--- config.mk ---
export PLATFORM = sky130hd
export DESIGN_NAME = bpa_ctrl
export DESIGN_NICKNAME = d
export VERILOG_FILES = /design/src/rtl/bitmap_page_allocator_macros.svh /design/src/rtl/bpa_pkg.sv /design/src/rtl/bpa_ctrl.sv
export SDC_FILE = /design/constraint.sdc
export NUM_CORES = 1
export LEC_CHECK = 0
export BUFFER_PORTS_ARGS = -buffer_cell sky130_fd_sc_hd__buf_4
export CAP_MARGIN = 20
export CORE_UTILIZATION = 46
export CTS_BUF_LIST = sky130_fd_sc_hd__clkbuf_8
export DETAILED_ROUTE_END_ITERATION = 12
export PLACE_DENSITY = 0.74
export SYNTH_ARGS = -nofsm -noshare
export SYNTH_HDL_FRONTEND = slang
export SYNTH_SLANG_ARGS = --single-unit
--- constraint.sdc ---
create_clock -name i_clk -period 1.4 [get_ports i_clk]
set_input_delay 0.21 -clock i_clk [delete_from_list [all_inputs] [get_ports i_clk]]
set_output_delay 0.21 -clock i_clk [all_outputs]
set_load 0.02 [all_outputs]
--- src/rtl/bitmap_page_allocator_macros.svh ---
// ----------------------------------------------------------------------------
// bitmap_page_allocator_macros.svh
// Assertion helpers for the bitmap page allocator. Empty under SYNTHESIS.
// ----------------------------------------------------------------------------
`ifndef BITMAP_PAGE_ALLOCATOR_MACROS_SVH
`define BITMAP_PAGE_ALLOCATOR_MACROS_SVH

`ifndef SYNTHESIS
// same-cycle implication, clocked on i_clk, off during reset
`define BPA_ASSERT(label, ante, cons) \
    label: assert property (@(posedge i_clk) disable iff (!i_rst_n) (ante) |-> (cons)) \
        else $error("bitmap_page_allocator: check failed");
// next-cycle implication
`define BPA_ASSERT_NEXT(label, ante, cons) \
    label: assert property (@(posedge i_clk) disable iff (!i_rst_n) (ante) |=> (cons)) \
        else $error("bitmap_page_allocator: check failed");
`else
`define BPA_ASSERT(label, ante, cons)
`define BPA_ASSERT_NEXT(label, ante, cons)
`endif

`endif

--- src/rtl/bpa_pkg.sv ---
// ----------------------------------------------------------------------------
// bpa_pkg
// Shared widths, codes and controller/datapath interface types.
// ----------------------------------------------------------------------------
package bpa_pkg;

    localparam int DEF_MAX_PAGES = 4096;
    localparam int DEF_WORD_BITS = 32;

    localparam int PAGE_W     = 20;
    localparam int RANGE_W    = 13;
    localparam int MODE_W     = 2;
    localparam int STAT_W     = 2;
    localparam int CFG_IDX_W  = 1;
    localparam int CFG_DATA_W = 20;
    localparam int IN_DATA_W  = 24;
    localparam int OUT_DATA_W = 40;

    localparam logic [RANGE_W-1:0] COUNT_MAX = '1;

    // request modes
    localparam logic [MODE_W-1:0] MODE_ALLOC = 2'd0;
    localparam logic [MODE_W-1:0] MODE_USE   = 2'd1;
    localparam logic [MODE_W-1:0] MODE_FREE  = 2'd2;

    // response status
    localparam logic [STAT_W-1:0] STAT_DONE   = 2'd0;
    localparam logic [STAT_W-1:0] STAT_NOFREE = 2'd1;
    localparam logic [STAT_W-1:0] STAT_RANGE  = 2'd2;

    // config register indexes
    localparam logic [CFG_IDX_W-1:0] CFG_BASE  = 1'b0;
    localparam logic [CFG_IDX_W-1:0] CFG_RANGE = 1'b1;

    typedef struct packed {
        logic fill;       // write one all-used word of the init pass
        logic load_req;   // capture request, reset scan pointers
        logic scan;       // advance bitmap scan one word
        logic take;       // claim the hit bit
        logic fail;       // no free page
        logic mark_calc;  // relative page, range check, word index
        logic mark_rd;    // read target word
        logic mark_wr;    // update target bit and count
        logic oor;        // page outside managed range
        logic out_load;   // move result into output register
    } t_dp_cmd;

    typedef struct packed {
        logic              fill_last;
        logic [MODE_W-1:0] mode;
        logic              scan_hit;
        logic              scan_fail;
        logic              mark_oor;
    } t_dp_sts;

endpackage

--- src/rtl/bpa_ctrl.sv ---
// ----------------------------------------------------------------------------
// bpa_ctrl
// Allocator sequencer: init fill, dispatch, scan, mark, response handoff.
// ----------------------------------------------------------------------------
module bpa_ctrl (
    input  logic             i_clk,
    input  logic             i_rst_n,
    input  logic             i_s_valid,
    output logic             o_s_ready,
    output logic             o_m_valid,
    input  logic             i_m_ready,
    output bpa_pkg::t_dp_cmd o_cmd,
    input  bpa_pkg::t_dp_sts i_sts
);

    typedef enum logic [6:0] {
        ST_FILL = 7'b0000001,
        ST_IDLE = 7'b0000010,
        ST_DISP = 7'b0000100,
        ST_SCAN = 7'b0001000,
        ST_MRD  = 7'b0010000,
        ST_MWR  = 7'b0100000,
        ST_RESP = 7'b1000000
    } t_state;

    t_state r_state, n_state;
    logic   r_out_valid, n_out_valid;

    always_comb begin
        n_state = r_state;
        o_cmd   = '0;
        unique case (r_state)
            ST_FILL: begin
                o_cmd.fill = 1'b1;
                if (i_sts.fill_last) begin
                    n_state = ST_IDLE;
                end
            end
            ST_IDLE: begin
                if (i_s_valid) begin
                    o_cmd.load_req = 1'b1;
                    n_state        = ST_DISP;
                end
            end
            ST_DISP: begin
                if (i_sts.mode == bpa_pkg::MODE_ALLOC) begin
                    n_state = ST_SCAN;
                end else if (i_sts.mode == bpa_pkg::MODE_USE
                             || i_sts.mode == bpa_pkg::MODE_FREE) begin
                    o_cmd.mark_calc = 1'b1;
                    n_state         = ST_MRD;
                end else begin
                    n_state = ST_RESP;
                end
            end
            ST_SCAN: begin
                o_cmd.scan = 1'b1;
                if (i_sts.scan_hit) begin
                    o_cmd.take = 1'b1;
                    n_state    = ST_RESP;
                end else if (i_sts.scan_fail) begin
                    o_cmd.fail = 1'b1;
                    n_state    = ST_RESP;
                end
            end
            ST_MRD: begin
                if (i_sts.mark_oor) begin
                    o_cmd.oor = 1'b1;
                    n_state   = ST_RESP;
                end else begin
                    o_cmd.mark_rd = 1'b1;
                    n_state       = ST_MWR;
                end
            end
            ST_MWR: begin
                o_cmd.mark_wr = 1'b1;
                n_state       = ST_RESP;
            end
            ST_RESP: begin
                if (!r_out_valid || i_m_ready) begin
                    o_cmd.out_load = 1'b1;
                    n_state        = ST_IDLE;
                end
            end
            default: begin
                n_state = ST_FILL;
            end
        endcase
    end

    assign n_out_valid = (r_out_valid && !i_m_ready) || o_cmd.out_load;

    always_ff @(posedge i_clk) begin
        if (!i_rst_n) begin
            r_state     <= ST_FILL;
            r_out_valid <= 1'b0;
        end else begin
            r_state     <= n_state;
            r_out_valid <= n_out_valid;
        end
    end

    assign o_s_ready = (r_state == ST_IDLE);
    assign o_m_valid = r_out_valid;

endmodule

==> metrics.cfg, run 1 <==
[run_status]
outcome=stopped before the end
stop_stage=global routing (5_1_grt)
tool.error=[ERROR DPL-0033] detailed placement checks failed during check placement.

[logic_synthesis]
ys_seq_area_share_pct=24.5
avgSynthCellArea_um2=8.84
synth_edf_count=0
yosysUniqueCellTypes=37
synth_top_area_cell=dfxtp_1
synthCells=74
synthTopCellsByArea=dfxtp_1 24%, buf_6 6.9%, and3_2 4.6%
synthArstFlopShare_pct=0
synth_top_cell_area_share_pct=24.5
ys_warn_count=0
netlist_area_um2=654
yosys_most_used_dff=dfxtp_1
synth_most_common_cell=dfxtp_1
ys_ff_latch=8
yosys-top-cells-count=8 x dfxtp_1, 6 x nor2_1, 5 x inv_1
syn_nets=86

[timing]
worst_endpoint_kind=output port
postGrtWorstEndpoint=o_cmd[0]

[cts]
htreeDepth=1
clock-root-buffer=clkbuf_8
hold_buffers=0
cts.path.max_buffers=2
cts_buffers=3
cts.sinks=8

[floorplan]
ios=22
start_util_pct=49.7
fp.dieW_um=39.7
dieHeight_um=39.7
row_count=13

[placed_design]
gp_congestion=0.777
port_buffers=21
hpwl_um=1310

[global_routing]
antenna_found_initial=0
grt_max_degree=10

==> repair_timing <==
item / 4_1_cts
endpoints found under the setup margin: 17
pin swaps: 13
endpoints found under the hold margin: 0
gates resized for setup: 36
buffers inserted: 11
==> kinds of logic after synthesis <==
group                    Yosys count  share of synthesized area [%]
AND/OR/NAND/NOR                   42                           43.8
AO/OA/AOI/OAI                     10                           14.3
buffers and inverters             10                           10.9
flip-flops                         8                           24.5
XOR/XNOR                           2                           2.68
adder cells (fa/ha/maj)            2                           3.82
==> per-stage QoR <==
step | std cells | setup TNS, ns | worst slack (ns) | hold slack [ns] | instance area, um2
floorplan | 74 | -0.616 | -0.122 | 0.299 | 663
CTS | 140 | -3.49 | -0.298 | 0.233 | 1180
global placement | 126 | -1.48 | -0.246 | 0.474 | 945
detailed placement | 126 | -1.46 | -0.241 | 0.469 | 945
==> run 2, diff against run 1 <==
- CORE_AREA: unset -> 2 2 63 65
- CORE_UTILIZATION: 46 -> unset
- CTS_BUF_LIST: sky130_fd_sc_hd__clkbuf_8 -> unset
- DIE_AREA: unset -> 0 0 65 67
- PLACE_DENSITY: 0.74 -> unset
- PLACE_DENSITY_LB_ADDON: unset -> 0.15
- clock period: 1.4 -> 1.8 ns (I/O delays scaled with it)
==> metrics.cfg, run 2 <==
[logic_synthesis]
avgSynthCellArea_um2=8.84  ; unchanged
synthCells=74  ; unchanged
synthTopCellsByArea=dfxtp_1 24%, buf_6 6.9%, and3_2 4.6%  ; unchanged
synth_top_area_cell=dfxtp_1  ; unchanged
synthArstFlopShare_pct=0  ; unchanged
ys_ff_latch=8  ; unchanged
synth_most_common_cell=dfxtp_1  ; unchanged
syn_nets=86  ; unchanged
yosysUniqueCellTypes=37  ; unchanged
synth_edf_count=0  ; unchanged
yosys-top-cells-count=8 x dfxtp_1, 6 x nor2_1, 5 x inv_1  ; unchanged
netlist_area_um2=654  ; unchanged
yosys_most_used_dff=dfxtp_1  ; unchanged
ys_warn_count=0  ; unchanged
synth_top_cell_area_share_pct=24.5  ; unchanged
ys_seq_area_share_pct=24.5  ; unchanged

[timing]
rsz0062_at_grt=yes
period_share_pct=96.9
period_needed_ns=1.74
max_freq_mhz=574
hold-worst-slack_ns=0.313
relSlewSlack_pct=68.9
final-hold-violation-count=0
tightest_slew_ns=0.465
clock_skew_ns=0.00302
drv_slew=0
fin_ws_ns=0.0565
finalSetupViolations=0

[critical_path]
r2r_start=r_state[5]$_SDFFE_PN0P_
startpoint=r_state[1]$_SDFFE_PN0P_
cp-start-kind=flop
crit_path_end_kind=output pin
r2r_cells=4
rr_endpoint=r_state[6]$_SDFFE_PN0P_
crit_type=reg -> out
r2r_slack_ns=0.09
endpoint=o_cmd[0]
worstPathMaxFanout=8
worstPathRequired_ns=1.53
critPathArrivalTime_ns=1.47

[detailed_routing]
antenna_left=0
routedWlPerCell_um=12.8
met2_length_um=922
viasPerCell=4.52
route.met3.wl_um=131
route.vias.total=660
drt_iter0_markers=14
wl_met1_um=763
first_pass_iters=4
top_layer=met4
drc=0
routed_wl_um=1870

[final_layout]
largest_reg_flops=7
mostFrequentLayoutCells=25 x buf_4, 4 x nor2_1, 4 x inv_1, 4 x and3_2
syn_to_final_growth_pct=50.3
top_register=r_state
design_area_um2=983
final_common_cell=buf_4
diodes=0
drive_above_1_share_pct=54.1
n_fill_cell=390
nets=112

[run_status]
outcome=complete, no violations  ; was stopped before the end

[placed_design]
dp_slack_ns=0.114  ; was -0.241 ns
gp_congestion=0.708  ; was 0.777
port_buffers=21  ; unchanged
place_area_um2=827  ; was 945 um2
hpwl_um=1350  ; was 1310 um

[floorplan]
die_area_um2=4360
core-area_um2=3610
dieHeight_um=67  ; was 39.7 um
ios=22  ; unchanged
fp.dieW_um=65  ; was 39.7 um
start_util_pct=18.1  ; was 49.7%
row_count=22  ; was 13

[pwr]
power_density_nw_per_um2=946
p_leak_nw=0.464
vdd_ir_drop_max_mv=0.242

[global_routing]
antenna_found_initial=0
grt_max_degree=11
grt_pass1_vias=633
grt_pass1_wl_um=2810
groute.usage.overall_pct=8.62
grt-ovfl-total=0

[cts]
htreeDepth=1  ; unchanged
cts_tree=yes
clkTransAtPathRegs_ns=0.04
insertion_delay_ns=0.23
clock-root-buffer=clkbuf_8  ; unchanged
cts_buffers=3  ; unchanged
cts.sinks=8  ; unchanged
cts.path.max_buffers=2  ; unchanged

[min_path]
hold_path_class=in -> reg

[flow_run]
drv_cap=0

==> run 2: how the worst min path moves through the flow <==
stage,slack [ns],to,from,depth (start not counted)
after floorplan,0.36,r_state[0]$_SDFFE_PN1P_,i_rst_n,1
after global placement,0.55,r_state[0]$_SDFFE_PN1P_,i_rst_n,2
after detailed placement,0.54,r_state[0]$_SDFFE_PN1P_,i_rst_n,2
after CTS,0.31,r_state[0]$_SDFFE_PN1P_,i_rst_n,2
after global routing,0.31,r_state[0]$_SDFFE_PN1P_,i_rst_n,2
final,0.31,r_state[0]$_SDFFE_PN1P_,i_rst_n,2
==> run 2: stage by stage <==
step	utilization, %	std cells	power (W)	TNS (ns)
after floorplan	-	74	0.000520	0
after global placement	22.9	139	0.000593	0
after detailed placement	22.9	139	0.000587	0
after CTS	25.1	145	0.000876	-0.00353
after global routing	27.3	146	0.000983	-0.121
final	27.3	146	0.000931	0
==> run 2: repair_timing <==
action                     in CTS  in global routing
hold buffers                    0                  0
setup buffers                   3                  1
pin swaps                       2                  4
setup endpoints to repair       4                  9
resized for setup               4                 20
==> run 2: kinds of logic after synthesis <==
kind of cell / count (synthesis) / synth area share [%]
adder cells (fa/ha/maj): 2 / 3.82
buffers and inverters: 10 / 10.9
AND/OR/NAND/NOR: 42 / 43.8
XOR/XNOR: 2 / 2.68
flip-flops: 8 / 24.5
AO/OA/AOI/OAI: 10 / 14.3
==> run 2: cell type report <==
| type | count | area (um2) | area share (%) |
|---|---|---|---|
| Sequential cell | 8 | 175 | 17.8 |
| Tap cell | 48 | 60.1 | 6.11 |
| Timing Repair Buffer | 26 | 199 | 20.2 |
| Clock buffer | 3 | 41.3 | 4.20 |
| Inverter | 5 | 18.8 | 1.91 |
| Multi-Input combinational cell | 56 | 489 | 49.7 |
==> run 2: metal layers <==
metal | global-route usage, % | vias to the layer above
li1 | - | 324
met1 | 9.99 | 307
met2 | 14.3 | 23
met3 | 2.53 | 6
met4 | 4.52 | 0
met5 | 0 | -
==> run 2: where the power goes <==
group,leakage (nW),switching (W),internal (W)
clock network,0.0216,0.0000762,0.000145
logic,0.374,0.000192,0.000225
registers,0.0680,0.0000786,0.000214
total,0.464,0.000347,0.000584
==> run 2: critical path: stages (launching register included) <==
cell and delay [ns]:
dfxtp_4 0.37, nor4_4 0.36, buf_4 0.18, nand3_4 0.09, nor2_4 0.12, buf_6 0.12
(Power assumes the default switching activity.)
==> run 3, diff against run 2 <==
- BUFFER_PORTS_ARGS: -buffer_cell sky130_fd_sc_hd__buf_4 -> unset
- DONT_BUFFER_PORTS: unset -> 1
- clock period: 1.8 -> 1.55 ns (I/O delays scaled with it)
==> metrics.cfg, run 3 (synthesis results as in run 2) <==
[critical_path]
crit_type=reg -> out  ; unchanged
startpoint=r_state[1]$_SDFFE_PN0P_  ; unchanged
crit_path_end_kind=output pin  ; unchanged
r2r_cells=5  ; was 4
critPathMaxStageDelay_ns=0.38  ; was 0.37 ns
worst-path-buf-inv=0  ; was 2
endpoint=o_cmd[5]  ; was o_cmd[0]
crit_family=simple AND/OR/NAND/NOR gates  ; unchanged
critPathArrivalTime_ns=1.45  ; was 1.47 ns
r2r_start=r_state[1]$_SDFFE_PN0P_  ; was r_state[5]$_SDFFE_PN0P_
r2r_slack_ns=-0.12  ; was 0.09 ns
critical_path.slowest_cell=nor4_4  ; was dfxtp_4
worstPathMaxFanout=5  ; was 8
cp_num_cells=3  ; was 5
cp-start-kind=flop  ; unchanged
rr_endpoint=r_state[1]$_SDFFE_PN0P_  ; was r_state[6]$_SDFFE_PN0P_
crit_chain=nor4_4 > and2_4 > and3b_2  ; was nor4_4 > buf_4 > nand3_4 > nor2_4 > buf_6
worstPathRequired_ns=1.32  ; was 1.53 ns

[timing]
period_share_pct=108
final-hold-violation-count=0  ; unchanged
period_needed_ns=1.68
drv_slew=0  ; unchanged
clock_skew_ns=0.000458  ; was 0.00302 ns
setup_tns_ns=-0.911  ; was 0 ns
fin_ws_ns=-0.128  ; was 0.0565 ns
finalSetupViolations=11  ; was 0
max_freq_mhz=596
relSlewSlack_pct=77.7  ; was 68.9%
rsz0062_at_grt=yes  ; unchanged
tightest_slew_ns=0.332  ; was 0.465 ns

[floorplan]
start_util_pct=18.1  ; unchanged
ios=22  ; unchanged
fp.dieW_um=65  ; unchanged
dieHeight_um=67  ; unchanged
core-area_um2=3610  ; unchanged
row_count=22  ; unchanged
die_area_um2=4360  ; unchanged

[detailed_routing]
viasPerCell=4.36  ; was 4.52
routedWlPerCell_um=14.0  ; was 12.8 um
antenna_left=0  ; unchanged
route.vias.total=628  ; was 660
first_pass_iters=3  ; was 4
routed_wl_um=2010  ; was 1870 um
drc=0  ; unchanged
drt_iter0_markers=22  ; was 14

[final_layout]
syn_to_final_growth_pct=48.6  ; was 50.3%
diodes=0  ; unchanged
largest_reg_flops=7  ; unchanged
drive_above_1_share_pct=55.2  ; was 54.1%
nets=110  ; was 112
mostFrequentLayoutCells=20 x buf_4, 4 x nor2_1, 4 x inv_1, 4 x buf_6, 4 x dfxtp_2  ; was 25 x buf_4, 4 x nor2_1, 4 x inv_1, 4 x and3_2
fin_util_pct=27.0  ; was 27.3%
final_common_cell=buf_4  ; unchanged
top_register=r_state  ; unchanged

[pwr]
finalPower_w=0.00111  ; was 0.000931 W
vdd_ir_drop_max_mv=0.242  ; about the same
p_leak_nw=0.448  ; was 0.464 nW
power_density_nw_per_um2=1140  ; was 946 nW/um2

[run_status]
outcome=finished, violations left  ; was complete, no violations
violations=negative setup slack

[cts]
hold_buffers=0  ; unchanged
clkTransAtPathRegs_ns=0.05  ; was 0.04 ns
clock-root-buffer=clkbuf_8  ; unchanged
htreeDepth=1  ; unchanged
cts.sinks=8  ; unchanged
cts_tree=yes  ; unchanged
insertion_delay_ns=0.23  ; about the same
cts.path.max_buffers=2  ; unchanged
cts_buffers=3  ; unchanged

[min_path]
hold_path_class=in -> reg  ; unchanged

[placed_design]
port_buffers=0  ; was 21
dp_slack_ns=-0.0846  ; was 0.114 ns
gp_congestion=0.715  ; was 0.708
hpwl_um=1540  ; was 1350 um

[flow_run]
drv_cap=0  ; unchanged

[global_routing]
grt-ovfl-total=0  ; unchanged
groute.usage.overall_pct=10.3  ; was 8.62%
grt_pass1_wl_um=3260  ; was 2810 um
grt_max_degree=10  ; was 11
antenna_found_initial=0  ; unchanged
grt_pass1_vias=664  ; was 633

[run 3: cell count changes in the layout (fill, tap and decap cells not counted), sizes merged]
cell / delta
buf: -2
[run 3: worst register-to-register path, cell delays in order (launching register included)]
cell     delay [ns]
dfxtp_4        0.36
nor4_4         0.38
nand3_2        0.13
buf_4          0.16
o221a_4        0.27
a32o_1         0.26
[run 3: report_power, final]
part           internal (W)  total [W]  switching [W]  leakage, nW
Clock              0.000170   0.000265      0.0000952       0.0216
Combinational      0.000292   0.000537       0.000245        0.359
Sequential         0.000249   0.000306      0.0000564       0.0677
[run 3: layout make-up]
class | instances | area (um2)
flip-flops and latches | 8 | 173
well taps | 48 | 60.1
repair buffers | 24 | 195
fillers | 396 | 2630
multi-input cells | 56 | 484
clock buffers | 3 | 41.3
inverters | 5 | 18.8
[run 3: timing repair]
item / CTS / global route
resized for setup: 23 / 7
pin swaps: 6 / 4
endpoints found under the hold margin: 0 / 0
setup endpoints to repair: 15 / 16
setup buffers: 3 / 3
[run 3: stage by stage]
step	hold WS (ns)	instances	area, um2
after floorplan	0.321	74	654
after global placement	0.327	135	797
after detailed placement	0.339	135	797
after CTS	0.0872	141	930
after global routing	0.113	144	972
final	0.0933	144	972
[run 3: routing by layer]
metal / GRT usage, % / vias up / wire length (um)
met5: 0 / - / 0
met3: 2.36 / 2 / 96
met2: 18.0 / 15 / 1020
li1: - / 321 / -
met1: 12.3 / 290 / 889
met4: 3.19 / 0 / 11
[run 3: how the worst min path moves through the flow]
| stage | end | start | cells after the start |
|---|---|---|---|
| 6_report | r_state[0]$_SDFFE_PN1P_ | i_rst_n | 1 |
| 5_1_grt | r_state[0]$_SDFFE_PN1P_ | i_rst_n | 1 |
| 4_1_cts | r_state[0]$_SDFFE_PN1P_ | i_rst_n | 1 |
| 3_5_place_dp | r_state[0]$_SDFFE_PN1P_ | i_rst_n | 1 |
| 3_3_place_gp | r_state[0]$_SDFFE_PN1P_ | i_rst_n | 1 |
| 2_1_floorplan | r_state[0]$_SDFFE_PN1P_ | i_rst_n | 1 |
==> run 4, diff against run 3 <==
- ABC_AREA: unset -> 1
==> metrics.cfg, run 4 <==
[critical_path]
rr_endpoint=r_state[1]$_SDFFE_PN0P_  ; unchanged
crit_chain=inv_1 > nand2_2 > nor2_4 > nand2_1 > nor2_2 > buf_6  ; was nor4_4 > and2_4 > and3b_2
startpoint=r_state[1]$_SDFFE_PN0P_  ; unchanged
critical_path.slowest_cell=dfxtp_1  ; was nor4_4
worstPathMaxFanout=4  ; was 5
critPathMaxStageDelay_ns=0.32  ; was 0.38 ns
crit_type=reg -> out  ; unchanged
r2r_slack_ns=0.23  ; was -0.12 ns
endpoint=o_cmd[3]  ; was o_cmd[5]
crit_path_end_kind=output pin  ; unchanged
critPathArrivalTime_ns=1.26  ; was 1.45 ns
r2r_cells=9  ; was 5
cp-start-kind=flop  ; unchanged
worstPathRequired_ns=1.32  ; about the same
r2r_start=r_state[1]$_SDFFE_PN0P_  ; unchanged

[detailed_routing]
drc=0  ; unchanged
viasPerCell=3.80  ; was 4.36
routed_wl_um=1540  ; was 2010 um
first_pass_iters=4  ; was 3
drt_iter0_markers=9  ; was 22
antenna_left=0  ; unchanged
routedWlPerCell_um=9.80  ; was 14.0 um
route.vias.total=597  ; was 628

[pwr]
p_seq_share_pct=34.5  ; was 27.6%
clkPwrFrac_pct=36.2  ; was 23.9%
switching_share_pct=33.4  ; was 35.8%
power_density_nw_per_um2=886  ; was 1140 nW/um2
comb_power_share_pct=29.4  ; was 48.5%
vdd_ir_drop_max_mv=0.227  ; was 0.242 mV
p_leak_nw=0.391  ; was 0.448 nW
finalPower_w=0.000687  ; was 0.00111 W
p_int_w=0.000458  ; was 0.000711 W
switchingPower_w=0.000230  ; was 0.000397 W

[final_layout]
top_register=r_state  ; unchanged
nets=123  ; was 110
fin_util_pct=21.5  ; was 27.0%
syn_to_final_growth_pct=35.7  ; was 48.6%
design_area_um2=776  ; was 972 um2
final_common_cell=nand2_1  ; was buf_4
drive_above_1_share_pct=33.0  ; was 55.2%
mostFrequentLayoutCells=17 x nand2_1, 15 x inv_1, 15 x nor2_1  ; was 20 x buf_4, 4 x nor2_1, 4 x inv_1, 4 x buf_6, 4 x dfxtp_2
layout.cells.non_filler=157  ; was 144
largest_reg_flops=7  ; unchanged
diodes=0  ; unchanged

[timing]
drv_slew=0  ; unchanged
max_freq_mhz=669  ; was 596 MHz
rsz0062_at_grt=yes  ; unchanged
clock_skew_ns=0.00495  ; was 0.000458 ns
relSlewSlack_pct=83.9  ; was 77.7%
period_needed_ns=1.49  ; was 1.68 ns
tightest_slew_ns=0.240  ; was 0.332 ns
period_share_pct=96.4  ; was 108%
hold-worst-slack_ns=0.0919  ; was 0.0933 ns
final-hold-violation-count=0  ; unchanged
finalSetupViolations=0  ; was 11

[global_routing]
groute.usage.overall_pct=7.41  ; was 10.3%
grt_max_degree=9  ; was 10
grt-ovfl-total=0  ; unchanged
grt_pass1_vias=582  ; was 664
antenna_found_initial=0  ; unchanged
grt_pass1_wl_um=2390  ; was 3260 um

[logic_synthesis]
synthTopCellsByArea=dfxtp_1 28%, nand2_1 13%, nor2_1 13%  ; was dfxtp_1 24%, buf_6 6.9%, and3_2 4.6%
yosysUniqueCellTypes=15  ; was 37
synth_top_cell_area_share_pct=28.0  ; was 24.5%
synth_top_area_cell=dfxtp_1  ; unchanged
avgSynthCellArea_um2=5.89  ; was 8.84 um2
yosys-top-cells-count=20 x nand2_1, 20 x nor2_1, 18 x inv_1  ; was 8 x dfxtp_1, 6 x nor2_1, 5 x inv_1
netlist_area_um2=572  ; was 654 um2
yosys_most_used_dff=dfxtp_1  ; unchanged
ys_warn_count=0  ; unchanged
synthArstFlopShare_pct=0  ; unchanged
synth_edf_count=0  ; unchanged
ys_seq_area_share_pct=28.0  ; was 24.5%
syn_nets=109  ; was 86
synthCells=97  ; was 74
ys_ff_latch=8  ; unchanged

[cts]
cts_tree=yes  ; unchanged
hold_buffers=0  ; unchanged
insertion_delay_ns=0.23  ; about the same
cts.sinks=8  ; unchanged
clock-root-buffer=clkbuf_8  ; unchanged
cts.path.max_buffers=2  ; unchanged
clkTransAtPathRegs_ns=0.04  ; was 0.05 ns
cts_buffers=3  ; unchanged
htreeDepth=1  ; unchanged

[floorplan]
start_util_pct=15.9  ; was 18.1%
core-area_um2=3610  ; unchanged
die_area_um2=4360  ; unchanged
ios=22  ; unchanged
row_count=22  ; unchanged
dieHeight_um=67  ; unchanged
fp.dieW_um=65  ; unchanged

[placed_design]
placed_cells=152  ; was 135
place_area_um2=684  ; was 797 um2
gp_congestion=0.668  ; was 0.715
port_buffers=0  ; unchanged
hpwl_um=1270  ; was 1540 um

[run_status]
outcome=complete, no violations  ; was finished, violations left

[flow_run]
drv_cap=0  ; unchanged

[min_path]
hold_path_class=in -> reg  ; unchanged

## run 4: layer usage
layer  share of wire, %  routed length (um)  vias to the layer above  GRT usage (%)
met5                  0                   0                        -              0
met1                 44                 670                      258           8.58
met3                7.1                 110                        4           1.86
li1                   -                   -                      316              -
met4                2.1                  32                        0           4.79
met2                 47                 725                       19           12.1
## run 4: area by class of cell
cell class | instances | area, um2
well taps | 48 | 60.1
clock buffers | 3 | 41.3
fillers | 419 | 2830
flip-flops and latches | 8 | 161
repair buffers | 10 | 78.8
inverters | 21 | 78.8
multi-input cells | 67 | 355
## run 4: worst max-delay path: cells and delay by family (launching register included)
kind | cells | cell delay, ns
simple gates | 4 | 0.48
flops | 1 | 0.32
buf+inv | 2 | 0.23
## run 4: power groups by stage
stage | clock network, W | registers [W] | logic [W]
2_1_floorplan | 0 | 0.000236 | 0.000146
5_1_grt | 0.000265 | 0.000240 | 0.000233
3_5_place_dp | 0 | 0.000240 | 0.000174
4_1_cts | 0.000257 | 0.000236 | 0.000182
3_3_place_gp | 0 | 0.000240 | 0.000180
6_report | 0.000249 | 0.000237 | 0.000202
## run 4: cells by family after synthesis
group	share of synthesized area, %
AO/OA/AOI/OAI	3.50
adder cells (fa/ha/maj)	4.38
AND/OR/NAND/NOR	49.0
flip-flops	28.0
buffers and inverters	15.1
## run 4: how the worst min path moves through the flow
stage,start,to,slack [ns],cells past startpoint
2_1_floorplan,i_rst_n,r_state[0]$_SDFFE_PN1P_,0.32,1
3_3_place_gp,i_rst_n,r_state[0]$_SDFFE_PN1P_,0.33,1
3_5_place_dp,i_rst_n,r_state[0]$_SDFFE_PN1P_,0.33,1
4_1_cts,i_rst_n,r_state[0]$_SDFFE_PN1P_,0.09,1
5_1_grt,i_rst_n,r_state[0]$_SDFFE_PN1P_,0.10,1
6_report,i_rst_n,r_state[0]$_SDFFE_PN1P_,0.09,1
## run 4: metrics by stage
stage,TNS [ns],setup slack (ns)
after floorplan,0,0.180
after global placement,0,0.223
after detailed placement,0,0.224
after CTS,-0.00357,-0.00323
after global routing,-0.0203,-0.0203
final,0,0.0563
## run 4: what timing repair did
| item | CTS | global route |
|---|---|---|
| endpoints found under the setup margin | 3 | 6 |
| hold endpoints to repair | 0 | 0 |
| gates resized for setup | 3 | 12 |
| buffers inserted | 0 | 2 |
| pin swaps | 0 | 2 |
